--- src/dsc_pkg.sv ---
// Shared constants and types for the distinct subsequence counter.
// No dependencies; imported by every module of the block except dsc_ram.
`timescale 1ns / 1ps

package dsc_pkg;

    localparam int MAX_PATTERN = 16;
    localparam int IDX_W       = $clog2(MAX_PATTERN);
    localparam int LEN_W       = $clog2(MAX_PATTERN + 1);
    localparam int COUNT_W     = 60;
    localparam int SYM_W       = 8;
    localparam int MODE_W      = 2;

    localparam logic [COUNT_W-1:0] COUNT_MODULUS = 60'd1000000000000000000;

    localparam logic [MODE_W-1:0] MODE_CLEAR  = 2'd0;
    localparam logic [MODE_W-1:0] MODE_APPEND = 2'd1;
    localparam logic [MODE_W-1:0] MODE_TEXT   = 2'd2;

    typedef enum logic [2:0] {
        S_IDLE,
        S_PRIME,
        S_FETCH,
        S_READ,
        S_UPD,
        S_DONE
    } dsc_state_t;

endpackage

--- src/distinct_subsequence_counter.sv ---
// Distinct subsequence counter, top level.
// Depends on dsc_pkg, dsc_ram and dsc_add_mod.
//
// Usage: one input channel (mode, symbol) and one result channel
// (match_count, pattern_full), both valid/ready. Every input item gives
// exactly one result item.
// Mode 0 clears the pattern, mode 1 appends a pattern byte (clearing the
// counts), mode 2 feeds a text byte, mode 3 does nothing. Clear, append and
// mode 3 finish in one cycle: the result is shown the cycle after the item,
// so such items can follow one per cycle while results are taken.
// A text byte walks the pattern from its last position down to the first
// through one modular adder, the partial counts sitting in a RAM with a
// registered read; the states are S_PRIME and S_FETCH, then S_UPD for each
// position with S_READ between, then S_DONE, which loads the result.
// An empty pattern answers a text byte in the cycle after the item.
// in_ready is low while an item is being worked on and while the result
// register is full and out_ready is low; a stalled result holds its value.
// Reset empties the pattern, marks all partial counts as zero (valid bits)
// and drops any pending result; no clearing pass is needed.
`timescale 1ns / 1ps

module distinct_subsequence_counter (
    input  logic                         clk,
    input  logic                         rst_n,
    input  logic                         in_valid,
    output logic                         in_ready,
    input  logic [dsc_pkg::MODE_W-1:0]   mode,
    input  logic [dsc_pkg::SYM_W-1:0]    symbol,
    output logic                         out_valid,
    input  logic                         out_ready,
    output logic [dsc_pkg::COUNT_W-1:0]  match_count,
    output logic                         pattern_full
);
    import dsc_pkg::*;

    dsc_state_t             state_reg, state_next;
    logic [IDX_W-1:0]       k_reg, k_next;
    logic [LEN_W-1:0]       len_reg, len_next;
    logic [SYM_W-1:0]       sym_reg, sym_next;
    logic [SYM_W-1:0]       pat_reg [MAX_PATTERN];
    logic [SYM_W-1:0]       pat_next [MAX_PATTERN];
    logic [MAX_PATTERN-1:0] cnt_valid_reg, cnt_valid_next;
    logic                   rd_valid_reg;
    logic [COUNT_W-1:0]     upper_reg, upper_next;
    logic [COUNT_W-1:0]     whole_reg, whole_next;
    logic                   out_valid_reg, out_valid_next;
    logic [COUNT_W-1:0]     out_count_reg, out_count_next;
    logic                   out_full_reg, out_full_next;

    logic                   ram_we;
    logic [IDX_W-1:0]       ram_raddr;
    logic [COUNT_W-1:0]     ram_rdata;
    logic [COUNT_W-1:0]     rd_count;
    logic [COUNT_W-1:0]     lower;
    logic [COUNT_W-1:0]     add_sum;
    logic [LEN_W-1:0]       len_m1;
    logic                   accept;
    logic                   slot_free;

    dsc_ram #(
        .WIDTH (COUNT_W),
        .DEPTH (MAX_PATTERN)
    ) u_counts (
        .clk   (clk),
        .we    (ram_we),
        .waddr (k_reg),
        .wdata (add_sum),
        .raddr (ram_raddr),
        .rdata (ram_rdata)
    );

    dsc_add_mod u_add (
        .a   (upper_reg),
        .b   (lower),
        .sum (add_sum)
    );

    assign rd_count  = rd_valid_reg ? ram_rdata : '0;
    assign lower     = (k_reg == '0) ? COUNT_W'(1) : rd_count;
    assign len_m1    = len_reg - 1'b1;
    assign slot_free = !out_valid_reg || out_ready;
    assign in_ready  = (state_reg == S_IDLE) && slot_free;
    assign accept    = in_valid && in_ready;

    assign out_valid    = out_valid_reg;
    assign match_count  = out_count_reg;
    assign pattern_full = out_full_reg;

    always_ff @(posedge clk or negedge rst_n)
    begin
        if (!rst_n)
        begin
            state_reg     <= S_IDLE;
            len_reg       <= '0;
            cnt_valid_reg <= '0;
            rd_valid_reg  <= 1'b0;
            whole_reg     <= COUNT_W'(1);
            out_valid_reg <= 1'b0;
        end
        else
        begin
            state_reg     <= state_next;
            len_reg       <= len_next;
            cnt_valid_reg <= cnt_valid_next;
            rd_valid_reg  <= cnt_valid_reg[ram_raddr];
            whole_reg     <= whole_next;
            out_valid_reg <= out_valid_next;
        end
    end

    always_ff @(posedge clk)
    begin
        k_reg         <= k_next;
        sym_reg       <= sym_next;
        pat_reg       <= pat_next;
        upper_reg     <= upper_next;
        out_count_reg <= out_count_next;
        out_full_reg  <= out_full_next;
    end

    always_comb
    begin
        state_next     = state_reg;
        k_next         = k_reg;
        len_next       = len_reg;
        sym_next       = sym_reg;
        pat_next       = pat_reg;
        cnt_valid_next = cnt_valid_reg;
        upper_next     = upper_reg;
        whole_next     = whole_reg;
        out_valid_next = out_valid_reg && !out_ready;
        out_count_next = out_count_reg;
        out_full_next  = out_full_reg;
        ram_we         = 1'b0;
        ram_raddr      = k_reg;

        case (state_reg)
            S_IDLE:
            begin
                if (accept)
                begin
                    case (mode)
                        MODE_CLEAR:
                        begin
                            len_next       = '0;
                            cnt_valid_next = '0;
                            whole_next     = COUNT_W'(1);
                            out_valid_next = 1'b1;
                            out_count_next = COUNT_W'(1);
                            out_full_next  = 1'b0;
                        end
                        MODE_APPEND:
                        begin
                            out_valid_next = 1'b1;
                            if (len_reg == LEN_W'(MAX_PATTERN))
                            begin
                                out_count_next = whole_reg;
                                out_full_next  = 1'b1;
                            end
                            else
                            begin
                                pat_next[len_reg[IDX_W-1:0]] = symbol;
                                len_next       = len_reg + 1'b1;
                                cnt_valid_next = '0;
                                whole_next     = '0;
                                out_count_next = '0;
                                out_full_next  = 1'b0;
                            end
                        end
                        MODE_TEXT:
                        begin
                            if (len_reg == '0)
                            begin
                                out_valid_next = 1'b1;
                                out_count_next = whole_reg;
                                out_full_next  = 1'b0;
                            end
                            else
                            begin
                                sym_next   = symbol;
                                k_next     = len_m1[IDX_W-1:0];
                                state_next = S_PRIME;
                            end
                        end
                        default:
                        begin
                            out_valid_next = 1'b1;
                            out_count_next = whole_reg;
                            out_full_next  = 1'b0;
                        end
                    endcase
                end
            end
            S_PRIME:
            begin
                ram_raddr  = k_reg;
                state_next = S_FETCH;
            end
            S_FETCH:
            begin
                upper_next = rd_count;
                ram_raddr  = k_reg - 1'b1;
                state_next = S_UPD;
            end
            S_READ:
            begin
                ram_raddr  = k_reg - 1'b1;
                state_next = S_UPD;
            end
            S_UPD:
            begin
                if (pat_reg[k_reg] == sym_reg)
                begin
                    ram_we                = 1'b1;
                    cnt_valid_next[k_reg] = 1'b1;
                    if (k_reg == len_m1[IDX_W-1:0])
                    begin
                        whole_next = add_sum;
                    end
                end
                upper_next = lower;
                if (k_reg == '0)
                begin
                    state_next = S_DONE;
                end
                else
                begin
                    k_next     = k_reg - 1'b1;
                    state_next = S_READ;
                end
            end
            S_DONE:
            begin
                if (slot_free)
                begin
                    out_valid_next = 1'b1;
                    out_count_next = whole_reg;
                    out_full_next  = 1'b0;
                    state_next     = S_IDLE;
                end
            end
            default:
            begin
                state_next = S_IDLE;
            end
        endcase
    end

endmodule

--- src/dsc_ram.sv ---
// Generic single write port, single read port RAM with registered read.
// No dependencies.
`timescale 1ns / 1ps

module dsc_ram #(
    parameter int WIDTH = 8,
    parameter int DEPTH = 16
) (
    input  logic                     clk,
    input  logic                     we,
    input  logic [$clog2(DEPTH)-1:0] waddr,
    input  logic [WIDTH-1:0]         wdata,
    input  logic [$clog2(DEPTH)-1:0] raddr,
    output logic [WIDTH-1:0]         rdata
);

    logic [WIDTH-1:0] mem [DEPTH];

    always_ff @(posedge clk)
    begin
        if (we)
        begin
            mem[waddr] <= wdata;
        end
        rdata <= mem[raddr];
    end

endmodule

--- src/dsc_add_mod.sv ---
// Shared modular adder: (a + b) mod 10^18 for operands below the modulus.
// Depends on dsc_pkg.
`timescale 1ns / 1ps

module dsc_add_mod (
    input  logic [dsc_pkg::COUNT_W-1:0] a,
    input  logic [dsc_pkg::COUNT_W-1:0] b,
    output logic [dsc_pkg::COUNT_W-1:0] sum
);
    import dsc_pkg::*;

    logic [COUNT_W:0] raw;

    always_comb
    begin
        raw = {1'b0, a} + {1'b0, b};
        if (raw >= {1'b0, COUNT_MODULUS})
        begin
            sum = COUNT_W'(raw - {1'b0, COUNT_MODULUS});
        end
        else
        begin
            sum = raw[COUNT_W-1:0];
        end
    end

endmodule

--- config.mk ---
export PLATFORM = sky130hd
export DESIGN_NAME = distinct_subsequence_counter
export DESIGN_NICKNAME = d
export VERILOG_FILES = /design/src/dsc_pkg.sv /design/src/distinct_subsequence_counter.sv /design/src/dsc_ram.sv /design/src/dsc_add_mod.sv
export SDC_FILE = /design/constraint.sdc
export NUM_CORES = 2
export LEC_CHECK = 0
export ABC_AREA = 1
export BUFFER_PORTS_ARGS = -buffer_cell sky130_fd_sc_hd__buf_2
export CORE_ASPECT_RATIO = 0.75
export CORE_MARGIN = 4
export CORE_UTILIZATION = 60
export DETAILED_ROUTE_END_ITERATION = 6
export PLACE_DENSITY = 0.76
export SETUP_SLACK_MARGIN = 0.15
export SLEW_MARGIN = 5
export SYNTH_ARGS = -nofsm -noshare
export SYNTH_HDL_FRONTEND = slang
export SYNTH_SLANG_ARGS = --single-unit
--- constraint.sdc ---
create_clock -name clk -period 10.7 [get_ports clk]
set_clock_uncertainty 0.2 [all_clocks]
set_input_delay 2.14 -clock clk [delete_from_list [all_inputs] [get_ports clk]]
set_output_delay 2.14 -clock clk [all_outputs]
set_load 0.03 [all_outputs]
Yosys cells after proc, flatten, opt, wreduce, memory -nomap -nowiden. Memories as Yosys holds them, arrays and structs flattened. A register that Yosys moved wholly into a read port is not among the register bits. Cells that the tools add are included.

Bitwise logic cells: 5. Equal/unequal tests: 21. Order comparisons: 7. Reduce and logical (&&, ||, !) cells: 25. Add/sub/neg operators: 5. Mux-type cells: 59.

Operators by type and width (number): $mux W60 (10); $pmux W60 S2 (4); $pmux W60 S3 (1); $bwmux W128 (1); $pmux W16 S2 (2); $add A60 B60 Y61 (1); $ge A61 B60 Y1 const B (1); $sub A60 B60 Y60 const B (1); $mux W16 (3); $bmux W8 S4 (1); $demux W8 S4 (1); $mux W8 (3); $mux W4 (5); $reduce_and A4 Y1 (5); $or A16 B16 Y16 (1); $mux W3 (5); $pmux W3 S5 (1); $reduce_and A5 Y1 (3); $mux W1 (14); $ne A2 B2 Y1 const B (7); $ge A5 B5 Y1 const B (2); $lt A4 B5 Y1 const B (2); $not A4 Y5 (2); $pmux W5 S2 (1); 30 further kinds (45).

Output and inout bits: 63. Bits in writable memories: 960. Memories: 1. Register bits: 347.

Memories: u_counts.mem (depth 16, bits a word 60, read ports 1, clocked after Yosys merged registers in 1, write ports 1, RTL line dsc_ram.sv:17) `logic [WIDTH-1:0] mem [DEPTH];`.

Depth between registers and ports, before layout.
Depth after elaboration: 9. Mapped depth: 38. Depth with buffers taken out: 34.

By module. A second synthesis with hierarchy kept.

Cell total of the unflattened synthesis: 7782. Area, all modules: 67434.7 µm².

By module, submodules not included: dsc_ram (area an instance 42213.0 µm², cells each 3950, times used 1); distinct_subsequence_counter (area an instance 16672.2 µm², cells each 1917, times used 1); dsc_add_mod (area an instance 8549.4 µm², cells each 1915, times used 1).

Worst setup path before layout. OpenSTA, ideal clock, no wires.

Path kind: input port to flip-flop. Start point: input out_ready. End point: register out_count_reg[0] (netlist: match_count[0]) (enable). Data arrival time: 7.513 ns. Data required time: 9.929 ns. Path buffers: 0. Library setup time: 0.571 ns. Cell stages on the path: 6. Setup slack: 2.416 ns. Cells stage by stage: nor2_1 nor2_1 nand2_1 inv_1 nor2_1 a211oi_1.

Cells in the longest elaborated chain, start to end: 5. Elaborated cells on any way between the ends: 6. Those cells by class: eq/ne (2); reduce/logical (4).

Ends and longest elaborated chain: from (decl) (RTL line distinct_subsequence_counter.sv:30) `input logic out_ready,`; $logic_or A1 B1 Y1 (RTL line distinct_subsequence_counter.sv:81) `assign slot_free = !out_valid_reg || out_ready;`; $logic_and A1 B1 Y1 (RTL line distinct_subsequence_counter.sv:82) `assign in_ready = (state_reg == S_IDLE) && slot_free;`; net in_ready (RTL line distinct_subsequence_counter.sv:26) `output logic in_ready,`; $logic_and A1 B1 Y1 (RTL line distinct_subsequence_counter.sv:83) `assign accept = in_valid && in_ready;`; $ne A2 B2 Y1 (no line); $reduce_and A4 Y1 (no line); to (signal assigned) (RTL line distinct_subsequence_counter.sv:117) `out_count_reg <= out_count_next;`; to (decl) (RTL line distinct_subsequence_counter.sv:47) `logic [COUNT_W-1:0] out_count_reg, out_count_next;`.

The timed path passes the listed nets, and every way through them passes these cells. A chain may end at the register's enable or synchronous reset.

Worst setup path in the final report.
Start point: register k_reg[1]. End point: memory u_counts.mem[2][41] in the netlist's numbering (data pin).

Cells in the longest elaborated chain, start to end: 5. Elaborated cells on any way between the ends: 6. Those cells by class: add/sub (2); order compare (1); mux (2); reduce/logical (1).

Ends and longest elaborated chain: from (decl) (RTL line distinct_subsequence_counter.sv:37) `logic [IDX_W-1:0] k_reg, k_next;`; from (signal assigned) (RTL line distinct_subsequence_counter.sv:113) `k_reg <= k_next;`; $logic_not A4 Y1 * (RTL line distinct_subsequence_counter.sv:79) `assign lower = (k_reg == '0) ? COUNT_W'(1) : rd_count;`; $mux W60 * (RTL line distinct_subsequence_counter.sv:79); $add A60 B60 Y61 * (RTL line dsc_add_mod.sv:16) `raw = {1'b0, a} + {1'b0, b};`; $sub A60 B60 Y60 / $ge A61 B60 Y1 (equally long branches) (RTL line dsc_add_mod.sv:19, dsc_add_mod.sv:17); $mux W60 * (RTL line dsc_add_mod.sv:17) `if (raw >= {1'b0, COUNT_MODULUS})`; net add_sum[41] (RTL line distinct_subsequence_counter.sv:55) `logic [COUNT_W-1:0] add_sum;`; to (decl) (RTL line dsc_ram.sv:17).

Mark *: on every way through the listed nets, which the timed path passes. The rest lies on a longest branch.

==> flow_metrics.tcl <==
set metrics [dict create \
    status "finished, final reports clean" \
    firstDrtPassIters 6 \
    nNetsFinal 6140 \
    vias 47200 \
    coreArea_sq_mm 0.102 \
    synth_nets 6166 \
    crit_top_cell "nand2_1" \
    register_area_sq_mm 0.0400 \
    synthTopCellsByCount "nand2_1, edfxtp_1, nor2_1" \
    yosys.area.top_type "edfxtp_1" \
    synth_top_family_by_area "simple AND/OR/NAND/NOR gates" \
    clk_latency_ps 780 \
    ys_top_cells_by_area "edfxtp_1, nand2_1, nor2_1" \
    drc_errors 0 \
    synth_cell_types 53 \
    critPathSlowestCell "inv_2" \
    min_path_type "reg2reg" \
    cts_tree "done" \
    ys.flop_type "edfxtp_1" \
    area_growth_pct 9.61 \
    cts_made_buffers 130 \
    start_util 0.609 \
    setup_viol 0 \
    synth_mux_area_frac 0.000161 \
    grt-ovfl-total 0 \
    synthAdderAreaFrac 0.0146 \
    routedWlPerCell_um 26.6 \
    post-cts-setup-buffer-count 0 \
    async_reset_ff_frac 0.0629 \
    cts-hold-fix-buffers 0 \
    ioPinCount 77 \
    yosysMostFrequentCell "nand2_1" \
    relSlewSlack 0.160 \
    cap_violations 0 \
    path_class "reg2reg" \
    multi_input_area_sq_mm 0.0194 \
    antenna_found_initial 5 \
    fillers 7675 \
    die_y_um 287 \
    worstMarginPinSlew_ps 1260 \
    max_freq_ghz 0.118 \
    worstSetupStartpointType "flip-flop" \
    synth-simple-area-share 0.180 \
    fin_hold_ws_ps 288 \
    track_usage 0.360 \
    clock-sinks 1367 \
    ys_warn_count 0 \
    drive_gt1_frac 0.0876 \
    largest_register_ffs 960 \
    antenna_left 0 \
    vias_per_cell 6.29 \
    rsz0062_at_grt "false" \
    hold_viol 0 \
    crit_path_max_incr_delay_ps 500 \
    dieArea_sq_mm 0.109 \
    arrival_ps 8670 \
    io_buffers 76 \
    synth_edf_count 1221 \
    yosysSeqAreaShare 0.644 \
    synth_seq_cells 1367 \
    endpoint_kind "flip-flop" \
    synth_xor_area_frac 0.00536 \
    hpwl_um 126000 \
    cts_max_path_buffers 3 \
    netlist.area_leader.share 0.590 \
    period_minus_slack_ps 8480 \
    place_congestion 1.05 \
    final.setup.tns_ps 0 \
    dieWidth_um 380 \
    grt_pass1_vias 43600 \
    required_ps 10890 \
    syn_area_per_cell_sq_um 10.2 \
    clk_pin_slew_ps 60 \
    num_rows 101 \
    slew_viol_final 0 \
    syn_inst 6080 \
    grt_pass1_wl_um 289000 \
    routed_wl_um 199000 \
    finalCritPeriodShare 0.793 \
    grt_max_degree 236 \
    synth-compound-area-share 0.108 \
    first_iter_violations 6694 \
    critPathMaxFanout 45 \
    syn_area_sq_mm 0.0621 \
    htreeDepth 4 \
    root_buffer "clkbuf_16" \
    cts_resized 0 \
]
-- per-layer routing --
metal	share of wire	routed length (um)	vias to the layer above	track usage
met5	0.00012	24	-	0
met2	0.44	87100	3064	0.538
met3	0.11	22200	501	0.0680
met4	0.058	11600	4	0.185
li1	-	-	21000	-
met1	0.39	78500	22600	0.510
-- cells in the final DEF (no fill, tap or decap), types with 17 or more instances in the layout --
cell and count:
edfxtp_1 1221, nand3_2 17, ha_1 71, inv_1 431, nor2_4 27, buf_2 75
dfxtp_1 60, xor2_1 32, clkbuf_1 34, inv_2 35, nand3_1 267, o21ai_0 607
clkbuf_16 132, dfrtp_1 84, o221ai_1 174, nor2_2 37, o22ai_1 105, nand2_1 1260
a21oi_1 119, o211ai_1 73, nand2_2 49, buf_4 60, clkinv_2 21, nand4_1 49
nor2_1 955
-- worst max-delay path, delay by kind of cell (launching register included) --
family                     cells  cell delay (ps)
buffers and inverters          6             2230
DFF                            1              370
and+or+nand+nor               22             4240
adders and majority gates      3              940
-- final timing paths --
path,startpoint,endpoint,slack [ps],cells past startpoint
min in group asynchronous,rst_n,whole_reg[3]$_DFFE_PN0P_,1080,1
min reg2reg,cnt_valid_reg[7]$_DFFE_PN0P_,cnt_valid_reg[7]$_DFFE_PN0P_,290,1
min,cnt_valid_reg[7]$_DFFE_PN0P_,cnt_valid_reg[7]$_DFFE_PN0P_,290,1
max,k_reg[1]$_DFFE_PP_,u_counts.mem[2][41]$_DFFE_PP_,2220,31
max in group asynchronous,rst_n,rd_valid_reg$_DFF_PN0_,7910,2
max reg2reg,k_reg[1]$_DFFE_PP_,u_counts.mem[2][41]$_DFFE_PP_,2220,31
-- stage by stage --
| stage | instance area (sq um) | utilization | instances | setup WS (ps) |
|---|---|---|---|---|
| 2_1_floorplan | 62100 | - | 6080 | 2420 |
| 3_3_place_gp | 63800 | 0.625 | 7261 | 2600 |
| 3_5_place_dp | 63800 | 0.625 | 7261 | 2580 |
| 4_1_cts | 68100 | 0.668 | 7502 | 2550 |
| 5_1_grt | 68100 | 0.668 | 7503 | 1940 |
| 6_report | 68100 | 0.668 | 7504 | 2220 |
-- kinds of logic after synthesis --
family | count (synthesis)
XOR/XNOR | 38
buffers and inverters | 771
AO/OA/AOI/OAI | 1125
adder cells (fa/ha/maj) | 72
multiplexers | 1
flip-flops | 1367
AND/OR/NAND/NOR | 2706
-- area by class of cell --
class / instances / share of cell area
diodes: 2 / 0.0000735
clock buffers: 181 / 0.0534
clock inverters: 60 / 0.0103
inverters: 474 / 0.0264
multi-input cells: 3942 / 0.284
flip-flops and latches: 1367 / 0.588
well taps: 1339 / 0.0246
repair buffers: 139 / 0.0132
Power is left out: the tool's default activity adds up to more than one toggle a clock period on the data nets, which glitch-free logic cannot reach.
